## src/rtl/bat_pkg.sv

```systemverilog
// ----------------------------------------------------------------------------
// bat_pkg
// types and constants shared by the breakpoint address table
// ----------------------------------------------------------------------------
package bat_pkg;

	localparam int SLOTS_DEF     = 16;
	localparam int ADDR_BITS_DEF = 21;

	// fixed field widths of the request and result beats, and internal extension widths
	localparam int ADDR_W      = 21;
	localparam int SLOT_W      = 4;
	localparam int ADDR_EXT_W  = 32;
	localparam int IDX_EXT_W   = 8;

	typedef enum logic [1:0] {
		REQ_SET      = 2'd0,
		REQ_CLR_ADDR = 2'd1,
		REQ_CLR_SLOT = 2'd2,
		REQ_CHECK    = 2'd3
	} req_type_t;

	typedef enum logic [2:0] {
		ST_OK       = 3'd0,
		ST_DUP      = 3'd1,
		ST_FULL     = 3'd2,
		ST_NOTFOUND = 3'd3,
		ST_INVALID  = 3'd4
	} status_t;

	typedef struct packed {
		req_type_t          req_type;
		logic [ADDR_W-1:0]  address;
		logic [SLOT_W-1:0]  slot;
	} req_t;

	typedef struct packed {
		status_t            status;
		logic [SLOT_W-1:0]  slot_used;
		logic               hit;
	} rsp_t;

endpackage

```

## src/rtl/breakpoint_address_table.sv

```systemverilog
// ----------------------------------------------------------------------------
// breakpoint_address_table
// associative table of breakpoint addresses with set, clear and check
// ----------------------------------------------------------------------------
// A request beat is taken on every cycle with start high; busy stays low.
// Each request gives exactly one result. The edge that takes a request loads
// the input register, and the result register is loaded from it with done.
// One request per cycle is sustained. All slots are compared in parallel
// against the registered request, and the table is updated at the same edge
// that loads the result, so the next request already sees the change. The
// receiver cannot stall: a result is on the result port for one cycle only.
// ----------------------------------------------------------------------------
module breakpoint_address_table #(
	parameter int SLOTS     = bat_pkg::SLOTS_DEF,
	parameter int ADDR_BITS = bat_pkg::ADDR_BITS_DEF
) (
	input  logic          clk,
	input  logic          arst_n,
	input  logic          start,
	output logic          busy,
	input  bat_pkg::req_t req,
	output logic          done,
	output bat_pkg::rsp_t result
);

	localparam int IdxW = (SLOTS > 1) ? $clog2(SLOTS) : 1;

	logic                 valid_s1;
	bat_pkg::req_t        req_s1;
	logic                 done_q;
	bat_pkg::rsp_t        result_q;

	logic [bat_pkg::ADDR_EXT_W-1:0] addr_ext;
	logic [ADDR_BITS-1:0] key;
	logic [SLOTS-1:0]     match;
	logic [SLOTS-1:0]     free;
	logic                 match_any;
	logic [IdxW-1:0]      match_idx;
	logic                 free_any;
	logic [IdxW-1:0]      free_idx;
	logic [bat_pkg::IDX_EXT_W-1:0] match_ext;
	logic [bat_pkg::IDX_EXT_W-1:0] free_ext;
	logic [bat_pkg::IDX_EXT_W-1:0] slot_ext;
	logic                 in_range;
	logic [IdxW-1:0]      slot_idx;
	logic                 slot_full;

	bat_pkg::rsp_t        rsp;
	logic                 wr_do;
	logic [IdxW-1:0]      wr_idx;
	logic [ADDR_BITS-1:0] wr_data;
	logic [SLOTS-1:0]     wr_en;
	logic                 accept;

	assign busy   = 1'b0;
	assign accept = start & ~busy;

	// input register
	always_ff @(posedge clk or negedge arst_n) begin
		if (!arst_n) begin
			valid_s1 <= 1'b0;
		end else begin
			valid_s1 <= accept;
		end
	end

	always_ff @(posedge clk) begin
		if (accept) req_s1 <= req;
	end

	assign addr_ext = bat_pkg::ADDR_EXT_W'(req_s1.address);
	assign key      = addr_ext[ADDR_BITS-1:0];

	bat_cells #(
		.SLOTS     (SLOTS),
		.ADDR_BITS (ADDR_BITS)
	) u_cells (
		.clk     (clk),
		.arst_n  (arst_n),
		.key     (key),
		.wr_en   (wr_en),
		.wr_data (wr_data),
		.match   (match),
		.free    (free)
	);

	bat_prienc #(
		.N  (SLOTS),
		.IW (IdxW)
	) u_match_enc (
		.vec (match),
		.any (match_any),
		.idx (match_idx)
	);

	bat_prienc #(
		.N  (SLOTS),
		.IW (IdxW)
	) u_free_enc (
		.vec (free),
		.any (free_any),
		.idx (free_idx)
	);

	assign match_ext = bat_pkg::IDX_EXT_W'(match_idx);
	assign free_ext  = bat_pkg::IDX_EXT_W'(free_idx);
	assign slot_ext  = bat_pkg::IDX_EXT_W'(req_s1.slot);
	assign in_range  = (slot_ext < bat_pkg::IDX_EXT_W'(SLOTS));
	assign slot_idx  = IdxW'(req_s1.slot);
	assign slot_full = in_range && !free[slot_idx];

	// request decode
	always_comb begin
		rsp.status    = bat_pkg::ST_OK;
		rsp.slot_used = '0;
		rsp.hit       = 1'b0;
		wr_do         = 1'b0;
		wr_idx        = '0;
		wr_data       = '0;
		unique case (req_s1.req_type)
			bat_pkg::REQ_CLR_SLOT: begin
				rsp.slot_used = req_s1.slot;
				if (!in_range) begin
					rsp.status = bat_pkg::ST_INVALID;
				end else if (!slot_full) begin
					rsp.status = bat_pkg::ST_NOTFOUND;
				end else begin
					wr_do  = 1'b1;
					wr_idx = slot_idx;
				end
			end
			bat_pkg::REQ_SET: begin
				if (key == '0) begin
					rsp.status = bat_pkg::ST_INVALID;
				end else if (match_any) begin
					rsp.status    = bat_pkg::ST_DUP;
					rsp.slot_used = match_ext[bat_pkg::SLOT_W-1:0];
				end else if (!free_any) begin
					rsp.status = bat_pkg::ST_FULL;
				end else begin
					rsp.slot_used = free_ext[bat_pkg::SLOT_W-1:0];
					wr_do         = 1'b1;
					wr_idx        = free_idx;
					wr_data       = key;
				end
			end
			bat_pkg::REQ_CLR_ADDR: begin
				if (key == '0) begin
					rsp.status = bat_pkg::ST_INVALID;
				end else if (!match_any) begin
					rsp.status = bat_pkg::ST_NOTFOUND;
				end else begin
					rsp.slot_used = match_ext[bat_pkg::SLOT_W-1:0];
					wr_do         = 1'b1;
					wr_idx        = match_idx;
				end
			end
			bat_pkg::REQ_CHECK: begin
				if (key == '0) begin
					rsp.status = bat_pkg::ST_INVALID;
				end else if (!match_any) begin
					rsp.status = bat_pkg::ST_NOTFOUND;
				end else begin
					rsp.slot_used = match_ext[bat_pkg::SLOT_W-1:0];
					rsp.hit       = 1'b1;
				end
			end
			default: begin
				rsp.status = bat_pkg::ST_INVALID;
			end
		endcase
	end

	assign wr_en = (valid_s1 && wr_do) ? (SLOTS'(1) << wr_idx) : '0;

	// result register
	always_ff @(posedge clk or negedge arst_n) begin
		if (!arst_n) begin
			done_q <= 1'b0;
		end else begin
			done_q <= valid_s1;
		end
	end

	always_ff @(posedge clk) begin
		if (valid_s1) result_q <= rsp;
	end

	assign done   = done_q;
	assign result = result_q;

endmodule

```

## src/rtl/bat_cells.sv

```systemverilog
// ----------------------------------------------------------------------------
// bat_cells
// slot registers with a compare lane per slot: address match and free flags
// ----------------------------------------------------------------------------
module bat_cells #(
	parameter int SLOTS     = bat_pkg::SLOTS_DEF,
	parameter int ADDR_BITS = bat_pkg::ADDR_BITS_DEF
) (
	input  logic                 clk,
	input  logic                 arst_n,
	input  logic [ADDR_BITS-1:0] key,
	input  logic [SLOTS-1:0]     wr_en,
	input  logic [ADDR_BITS-1:0] wr_data,
	output logic [SLOTS-1:0]     match,
	output logic [SLOTS-1:0]     free
);

	logic [ADDR_BITS-1:0] entry_q [SLOTS];

	always_ff @(posedge clk or negedge arst_n) begin
		if (!arst_n) begin
			for (int i = 0; i < SLOTS; i++) entry_q[i] <= '0;
		end else begin
			for (int i = 0; i < SLOTS; i++) begin
				if (wr_en[i]) entry_q[i] <= wr_data;
			end
		end
	end

	always_comb begin
		for (int i = 0; i < SLOTS; i++) begin
			match[i] = (entry_q[i] == key);
			free[i]  = (entry_q[i] == '0);
		end
	end

endmodule

```

## src/rtl/bat_prienc.sv

```systemverilog
// ----------------------------------------------------------------------------
// bat_prienc
// lowest-index priority encoder
// ----------------------------------------------------------------------------
module bat_prienc #(
	parameter int N  = bat_pkg::SLOTS_DEF,
	parameter int IW = 4
) (
	input  logic [N-1:0]  vec,
	output logic          any,
	output logic [IW-1:0] idx
);

	always_comb begin
		idx = '0;
		for (int i = N - 1; i >= 0; i--) begin
			if (vec[i]) idx = IW'(i);
		end
	end

	assign any = |vec;

endmodule

```

## config.mk

```make
export PLATFORM = sky130hd
export DESIGN_NAME = breakpoint_address_table
export DESIGN_NICKNAME = d
export VERILOG_FILES = /design/src/rtl/bat_pkg.sv /design/src/rtl/breakpoint_address_table.sv /design/src/rtl/bat_cells.sv /design/src/rtl/bat_prienc.sv
export SDC_FILE = /design/constraint.sdc
export NUM_CORES = 1
export LEC_CHECK = 0
export ABC_AREA = 1
export BUFFER_PORTS_ARGS = -buffer_cell sky130_fd_sc_hd__buf_2
export CAP_MARGIN = 20
export CORE_UTILIZATION = 48
export CTS_CLUSTER_DIAMETER = 150
export CTS_CLUSTER_SIZE = 10
export DETAILED_ROUTE_END_ITERATION = 6
export PLACE_DENSITY = 0.75
export SYNTH_ARGS = -nofsm -noshare
export SYNTH_HDL_FRONTEND = slang
export SYNTH_SLANG_ARGS = --single-unit
```

## constraint.sdc

```tcl
create_clock -name clk -period 3.6 [get_ports clk]
set_input_delay 0.18 -clock clk [delete_from_list [all_inputs] [get_ports clk]]
set_output_delay 0.18 -clock clk [all_outputs]
set_load 0.005 [all_outputs]
```

======== Yosys cells after proc, flatten, opt, wreduce, memory -nomap -nowiden ========
Index checks and enable logic that the tools add are counted.
W data, S select, Z words.
storage, ports and cells
  flip-flop bits (word level) ............. 373
  logic and storage cells ................. 137
operators by class
  magnitude comparators ................... 2
  equality and inequality tests ........... 19
  shift-type cells ........................ 1
  multiplexer cells ....................... 66
  bitwise operators ....................... 1
  reductions and logical operators ........ 24
operators with widths
  kind                    count
  $logic_not A21 Y1       17
  $eq A21 B21 Y1          16
  $mux W4                 40
  $mux W21                4
  $reduce_or A16 Y1       2
  $pmux W7 S4             1
  $mux W16                1
  $shl A1 B4 Y16 const A  1
  $pmux W4 S3             1
  $lt A4 B5 Y1 const B    2
  $mux W5                 2
  $mux W3                 3
  $mux W1                 8
  $mux W7                 1
  $mux W2                 3
  $bmux W1 S4             1
  $eq A2 B2 Y1 const B    2
  $pmux W1 S3             1
  $eq A2 B1 Y1 const B    1
  $logic_and A1 B1 Y1     2
  $logic_not A2 Y1        1
  $reduce_or A2 Y1        1
  $logic_not A1 Y1        1
  $not A1 Y1              1

======== Longest topological paths before layout ========
Gate-level depths: netlist (run 1).
  depth in word-level cells ............... 23
  gate-level depth with buffers ........... 32
  mapped depth without buffers ............ 29

======== Cells and area by module ========
Synthesis (run 1) repeated with hierarchy kept, for this count alone.
unflattened totals
  cells, all modules ...................... 2924
  area total of the unflattened synthesis .. 21466.8 um^2
modules (own cells, without submodules)
  module                    times used  cells each  area an instance (um^2)  sequential area each (um^2)
  bat_cells                 1           2559        18880.6                  8408.1
  breakpoint_address_table  1           267         2168.3                   1101.1
  bat_prienc                2           49          209.0                    0.0

======== Least setup slack after synthesis (run 1) ========
OpenSTA, ideal clock, no wires.
  path kind ............................... register to register
  start ................................... register req_s1 (netlist bit key[4])
  end ..................................... register u_cells.entry_q[274] (netlist name)
  library setup time ...................... 0.121 ns
  arrival time ............................ 2.650 ns
  required time ........................... 3.479 ns
  path slack .............................. 0.830 ns
  cell stages (with the launch flop) ...... 20
  path buffers ............................ 4
  cell sequence ........................... edfxtp_1 -> buf_4 -> buf_6 -> xor2_1 -> nor4_1 -> nand4_1 -> nand2_1 -> nor2_2 -> nand2_2 -> nor2_4 -> nor2_4 -> inv_2 -> o211ai_2 -> nand2_1 -> nor2_2 -> inv_2 -> buf_6 -> clkbuf_1 -> o21ai_1 -> nand2_1
on the way
  word-level cells in the longest chain between the ends .. 22
  elaborated cells between the ends (all ways) .. 50
  classes of those cells .................. 16 x eq/ne; 1 x shift; 30 x mux; 3 x reduce/logical
ends and longest elaborated chain
  item                           line                             source
  start, declared                breakpoint_address_table.sv:29   bat_pkg::req_t req_s1;
  start signal, assigned         breakpoint_address_table.sv:68   if (accept) req_s1 <= req;
  $eq A21 B21 Y1                 bat_cells.sv:32                  match[i] = (entry_q[i] == key);
  $mux W4 (16 in a row)          bat_prienc.sv:17                 if (vec[i]) idx = IW'(i);
  $mux W4                        breakpoint_address_table.sv:150  end else if (!match_any) begin
  $mux W4                        breakpoint_address_table.sv:148  if (key == '0) begin
  $pmux W4 S3                    breakpoint_address_table.sv:120  unique case (req_s1.req_type)
  $shl A1 B4 Y16                 breakpoint_address_table.sv:174  assign wr_en = (valid_s1 && wr_do) ? (SLOTS'(1) << wr_idx) : '0;
  $mux W16                       breakpoint_address_table.sv:174
  end signal, assigned by index  bat_cells.sv:25                  if (wr_en[i]) entry_q[i] <= wr_data;
  end, declared                  bat_cells.sv:18                  logic [ADDR_BITS-1:0] entry_q [SLOTS];
Several ways; a longest one is shown, not always the timed one.
A chain may end at the register's enable or synchronous reset.

======== Worst setup path in the final report (run 1) ========
  start ................................... register req_s1 (netlist bit key[12])
  end ..................................... register u_cells.entry_q[249] (netlist name)
Same word-level chain as after synthesis.

==> impl_metrics.ini, run 1 <==
[drt]
route.antenna.remaining_nets = 0
avgViaCountPerCell = 6.03
dr.first_iter.drc_count = 2862
postRouteWirelength_microns = 77700
routed_wire_length_per_instance_microns = 22.9
dr_total_vias = 20400
dr.pass1.iters = 6
remaining_drc_errors = 0

[global_routing]
global_route_wire_length_before_repair_microns = 110000
largest_net_degree_at_the_start_of_global_routing = 111
grt_most_used_layer = met2
groute.layer.met1.usage_pct = 42.2
number_of_global_route_vias_before_repair = 18800
globalRouteMet2Util_pct = 49.8
met3_grt_util_pct = 6.73
grt_usage_pct = 32.7
grt-ovfl-total = 0
initial_antenna_violation_count = 0

[yosys]
synthesis.nets = 2614
syn_area_sq_um = 21100
synth_enable_flop_cells = 35
number_of_register_bits_inferred_by_synthesis = 373
ys_seq_area_share_pct = 45.1
synth_area_per_cell_sq_um = 8.16
synth-main-ff-cell = dfrtp_1
synth_cells = 2584
ys_async_sr_fraction_pct = 90.6
post_synth_num_cell_types = 49
yosysWarnings = 0

[sta]
timing.final.crit_share_pct = 106
final_period_minus_worst_setup_slack_ns = 3.81
fin_setup_tns_ns = -26.64
finalMaxSlewViolations = 0
clock.fmax_ghz = 0.262
max_slew_margin_pct = 39.4
final_critical_path_setup_slack_ns = -0.215
finalSetupViolCount = 270
rsz_0062_raised_after_global_routing = yes
hold_violations = 0
worst_pin_slew_ns = 0.909
clock_skew_ns = 0.0170

[clock_tree]
clock_latency_ns = 0.59
cts_sinks = 373
cts-htree-levels = 2
clk_pin_slew_worst_paths_ns = 0.06
max-clock-path-buffers = 3
cts_buffers = 43
cts_tree = done
clock_tree.root_cell = clkbuf_16

[place]
routabilityCongestion = 1.02
io_buffer_count = 38
placed_cells = 3231
place.detailed.hpwl_microns = 48800

[critical_path]
path_class = reg2reg
startpoint_class = flop
crit_arrival_ns = 4.29
cp-end-kind = flop
critical_path_required_ns = 4.07
worst_path_maximum_fanout = 7

[die]
starting_density_pct = 48.8
die_height_microns = 212
fp.dieArea_sq_um = 44800
fp.coreArea_sq_um = 43200
floorplan.io_pins = 40
row_count = 76
fp.dieW_microns = 212

[outcome]
outcome = complete, but fails checks
failed_checks = negative setup slack

[final_layout]
n_antenna_cell = 0
final_cell_count_no_fill = 3387
final_nets = 2819
layout.cells.most_common = nand2_1
area.growth.synth_to_final_pct = 24.4
drive_gt1_share_pct = 19.8
layout_common_cells = nand2_1 (749), dfrtp_1 (338), o21ai_1 (215), xnor2_1 (157), buf_4 (154)
num-fill-cells = 3537

[job]
max-cap-violations = 0

[hold_path]
min-delay-path-class = in2reg

[power_and_ir_drop]
vdd_drop_max_v = 0.000477
fin_total_pwr_mw = 16.4
power_density_nw_per_um2 = 625
cellLeakagePower_nw = 12.7
## what timing repair did
action,CTS,global route
setup endpoints to repair,253,336
pin swaps,3,78
hold endpoints to repair,133,0
resized for setup,6,211
buffers inserted,3,44
hold buffers,28,0
cloned,0,24
## flip-flops by register name, indices dropped and copies added, names as in the netlist
| signal | flops |
|---|---|
| u_cells.entry_q | 336 |
| valid_s1 | 1 |
| key | 21 |
| slot_idx | 4 |
| done | 1 |
| req_s1 | 2 |
| result | 8 |
## Yosys cell counts, types with 2 or more instances
cell      count  area [sq um]
nand3_1      76           380
or2_2         9          56.3
and3_1        3          18.8
nor2_2        6          37.5
nand2_1     834          3130
xor2_1      105           920
o21ai_1     247          1240
inv_1        93           349
nand3_4       3          52.6
nor4_1       69           432
inv_2        12          45.0
o21ai_0      15          75.1
nand4_1     137           857
nor2_4        9           101
a31oi_1       2          12.5
nand4_2       2          25.0
edfxtp_1     35          1050
nor2_1      158           593
o211ai_1      7          52.6
clkinv_1      2          7.51
or2_0        18           113
o31ai_1       2          15.0
buf_1        14          52.6
or2_1        11          68.8
buf_6        33           372
nand3b_1      4          30.0
nand2_2       5          31.3
a21oi_2       2          17.5
a21oi_1       5          25.0
nand4_4       5           106
clkbuf_1     27           101
dfrtp_1     338          8460
nor3_1       26           130
buf_4        41           308
buf_2        57           285
xnor2_1     159          1390
## critical path, stage by stage (launching register included)
cell and delay (ns):
edfxtp_1 0.49, buf_6 0.17, buf_12 0.14, buf_12 0.13, xor2_1 0.16, nor4_1 0.29
nand4_1 0.31, nand2_1 0.18, nor2_1 0.08, nand2_2 0.11, nor2_4 0.08, nor2_4 0.18
inv_4 0.08, o211ai_4 0.20, nand2_2 0.09, nor2_4 0.19, buf_6 0.14, buf_6 0.10
nand4_1 0.11, buf_6 0.17, clkbuf_16 0.17, nand2_2 0.07, nand2_1 0.05
## per-stage QoR
step	worst slack (ns)	hold slack (ns)	util [%]	instance area, sq um
3_5_place_dp	-0.0644	0.322	53.4	23000
6_report	-0.215	0.216	60.7	26200
2_1_floorplan	0.830	-0.116	-	21100
5_1_grt	-0.248	0.215	60.7	26200
4_1_cts	0.0285	0.199	56.9	24600
3_3_place_gp	-0.0699	0.314	53.4	23000
## layout make-up
class	instances	area [sq um]	area share, %
clock buffer	55	1140	4.36
inverter	109	454	1.73
tap	585	732	2.79
multi-input combinational	1931	10700	40.6
sequential	373	9510	36.3
timing repair buffer	331	3690	14.1
clock inverter	3	33.8	0.129
## metal layers
metal / vias up / part of all wire (%)
met1: 9701 / 37
met3: 386 / 12
met5: - / 0
met2: 1455 / 44
met4: 0 / 7.8
li1: 8884 / -
## worst paths after layout
path / startpoint / end / slack [ns] / cells past startpoint
worst max-delay path: key[12] / u_cells.entry_q[249] / -0.21 / 22
worst min-delay path: start / valid_s1 / 0.22 / 1
worst max register to register: key[12] / u_cells.entry_q[249] / -0.21 / 22
worst min register to register: u_cells.entry_q[161] / u_cells.entry_q[161] / 0.51 / 2
max in group asynchronous: arst_n / u_cells.entry_q[138] / 2.30 / 3
min in group asynchronous: arst_n / u_cells.entry_q[32] / 0.28 / 2
## power by group
group / switching [mW] / total, mW / internal [mW] / leakage, nW
Combinational: 4.22 / 7.08 / 2.86 / 7.13
Clock: 1.77 / 3.97 / 2.20 / 0.571
Sequential: 0.583 / 5.35 / 4.77 / 5.03
Total: 6.56 / 16.4 / 9.83 / 12.7
## logic make-up (layout without fill, tap and decap cells)
kind of cell	after synthesis	after routing	synth area share, %
buffers and inverters	281	498	7.34
AOI/OAI and AO/OA	285	285	7.01
xor gates and xnor gates	264	264	11.0
DFF	373	373	45.1
other	1	1	0.0178
and+or+nand+nor	1380	1381	29.6
(Power assumes the default switching activity.)
==> run 2, diff against run 1 <==
RECOVER_POWER = 50   (was default)
REMOVE_ABC_BUFFERS = 1   (was default)
==> impl_metrics.ini, run 2 (same netlist as run 1, synthesis figures left out) <==
[outcome]
outcome = complete, but fails checks
failed_checks = max-capacitance violations, max-slew violations

[critical_path]
startpoint = u_cells.entry_q[98]
crit_arrival_ns = 3.99
ff2ff_setup_slack_ns = 0.05
path_class = reg2reg
worst_path_maximum_fanout = 8
startpoint_class = flop
startpoint_of_the_lowest_slack_register_to_register_path = u_cells.entry_q[98]
critical_path_required_ns = 4.04
cp-end-kind = flop

[die]
floorplan.io_pins = 40
row_count = 76
fp.dieW_microns = 212
die_height_microns = 212
fp.dieArea_sq_um = 44800
starting_density_pct = 48.8
fp.coreArea_sq_um = 43200

[place]
place.detailed.hpwl_microns = 47900
routabilityCongestion = 1.01
io_buffer_count = 38
placed_cell_area_sq_um = 23100

[clock_tree]
clock_latency_ns = 0.56
cts_buffers = 43
clk_pin_slew_worst_paths_ns = 0.06
clock_tree.root_cell = clkbuf_16
cts_sinks = 373
cts_tree = done
cts-htree-levels = 2
max-clock-path-buffers = 3

[sta]
finalMaxSlewViolations = 126
clock_skew_ns = 0.0151
clock.fmax_ghz = 0.282
worst_pin_slew_ns = 2.73
max_slew_margin_pct = -82.2
finalSetupViolCount = 0
final_period_minus_worst_setup_slack_ns = 3.55
fin_setup_tns_ns = 0
hold_violations = 0
timing.final.crit_share_pct = 98.6

[final_layout]
drive_gt1_share_pct = 15.8
design_area_sq_um = 25600
layout_common_cells = nand2_1 (827), dfrtp_1 (338), o21ai_1 (246), buf_4 (162)
area.growth.synth_to_final_pct = 21.2
final_nets = 2802
n_antenna_cell = 0
largest_register_ff_count = 336
largest_register = u_cells.entry_q
num-fill-cells = 3712
layout.cells.most_common = nand2_1

[power_and_ir_drop]
p_int_mw = 9.34
netSwitchingPower_mw = 6.13
power_frac_clock_pct = 25.3
power_density_nw_per_um2 = 605
switching_share_pct = 39.6
combinationalPowerShare_pct = 40.5
vdd_drop_max_v = 0.000485
cellLeakagePower_nw = 12.3
p_seq_share_pct = 34.2

[global_routing]
grt_usage_pct = 32.7
number_of_global_route_vias_before_repair = 18800
largest_net_degree_at_the_start_of_global_routing = 99
initial_antenna_violation_count = 1
grt-ovfl-total = 0
global_route_wire_length_before_repair_microns = 110000

[hold_path]
worst_hold_startpoint = req[6]
min-delay-path-class = in2reg

[drt]
route.antenna.remaining_nets = 0
postRouteWirelength_microns = 74400
dr.pass1.iters = 6
dr.first_iter.drc_count = 2756
remaining_drc_errors = 0
dr_total_vias = 19700
routed_wire_length_per_instance_microns = 22.1
avgViaCountPerCell = 5.86

[job]
max-cap-violations = 2
run 2: metrics by stage:
| step | hold WS (ns) | instances | util, % | setup slack (ns) | power, mW |
|---|---|---|---|---|---|
| floorplan | -0.116 | 2412 | - | -1.22 | 8.24 |
| global placement | 0.270 | 3226 | 53.5 | -0.00612 | 10.8 |
| detailed placement | 0.275 | 3226 | 53.5 | -0.0264 | 10.9 |
| CTS | 0.131 | 3309 | 56.9 | 0.0123 | 14.9 |
| global route | 0.343 | 3366 | 59.2 | -0.0960 | 16.1 |
| finish | 0.330 | 3366 | 59.2 | 0.0493 | 15.5 |
run 2: worst max-delay path, cell delays in order (launching register included):
cell and delay, ns:
dfrtp_1 0.40, inv_1 0.14, nand3_1 0.12, nor4_2 0.32
nand4_1 0.31, nand2_1 0.20, buf_4 0.13, a31oi_1 0.04
nor2_1 0.12, nor2_1 0.05, o21ai_0 0.19, nand3_1 0.18
o21ai_4 0.24, nor2_8 0.10, inv_8 0.10, nand3_4 0.19
buf_12 0.20, buf_12 0.13, o21ai_1 0.19, nand2_1 0.08
run 2: power by group through the flow:
stage / Sequential [mW] / Clock, mW / Combinational [mW]
after floorplan: 5.28 / 0 / 2.96
after global placement: 5.31 / 0 / 5.49
after detailed placement: 5.33 / 0 / 5.59
after CTS: 5.26 / 3.94 / 5.65
after global routing: 5.34 / 4.12 / 6.61
final: 5.29 / 3.91 / 6.27
run 2: routing by layer:
metal / GRT usage (%) / wire [microns] / part of all wire (%)
met2: 48.3 / 31800 / 43
met5: 0 / 12 / 0.016
met1: 43.4 / 28800 / 39
met3: 7.73 / 8580 / 12
met4: 20.0 / 5190 / 7.0
run 2: final timing paths:
| kind | endpoint | cells past startpoint |
|---|---|---|
| min reg2reg | u_cells.entry_q[34] | 2 |
| max reg2reg | u_cells.entry_q[204] | 19 |
| min in group asynchronous | u_cells.entry_q[103] | 2 |
| max | u_cells.entry_q[204] | 19 |
| max in group asynchronous | u_cells.entry_q[175] | 3 |
| min | key[2] | 2 |
run 2: repair_timing:
item / in CTS / in global routing
gates resized for setup: 1 / 94
endpoints found under the setup margin: 82 / 336
buffers inserted: 1 / 51
pin swaps: 1 / 10
endpoints found under the hold margin: 120 / 0
gates cloned: 0 / 6
hold buffers: 28 / 0
run 2: layout make-up:
| type | instances | area [sq um] | share of cell area, % |
|---|---|---|---|
| clock buffer | 53 | 1160 | 4.52 |
| inverter | 109 | 454 | 1.78 |
| tap | 585 | 732 | 2.86 |
| multi-input combinational | 1930 | 10400 | 40.7 |
| clock inverter | 1 | 8.76 | 0.0343 |
| sequential | 373 | 9510 | 37.2 |
| timing repair buffer | 315 | 3300 | 12.9 |
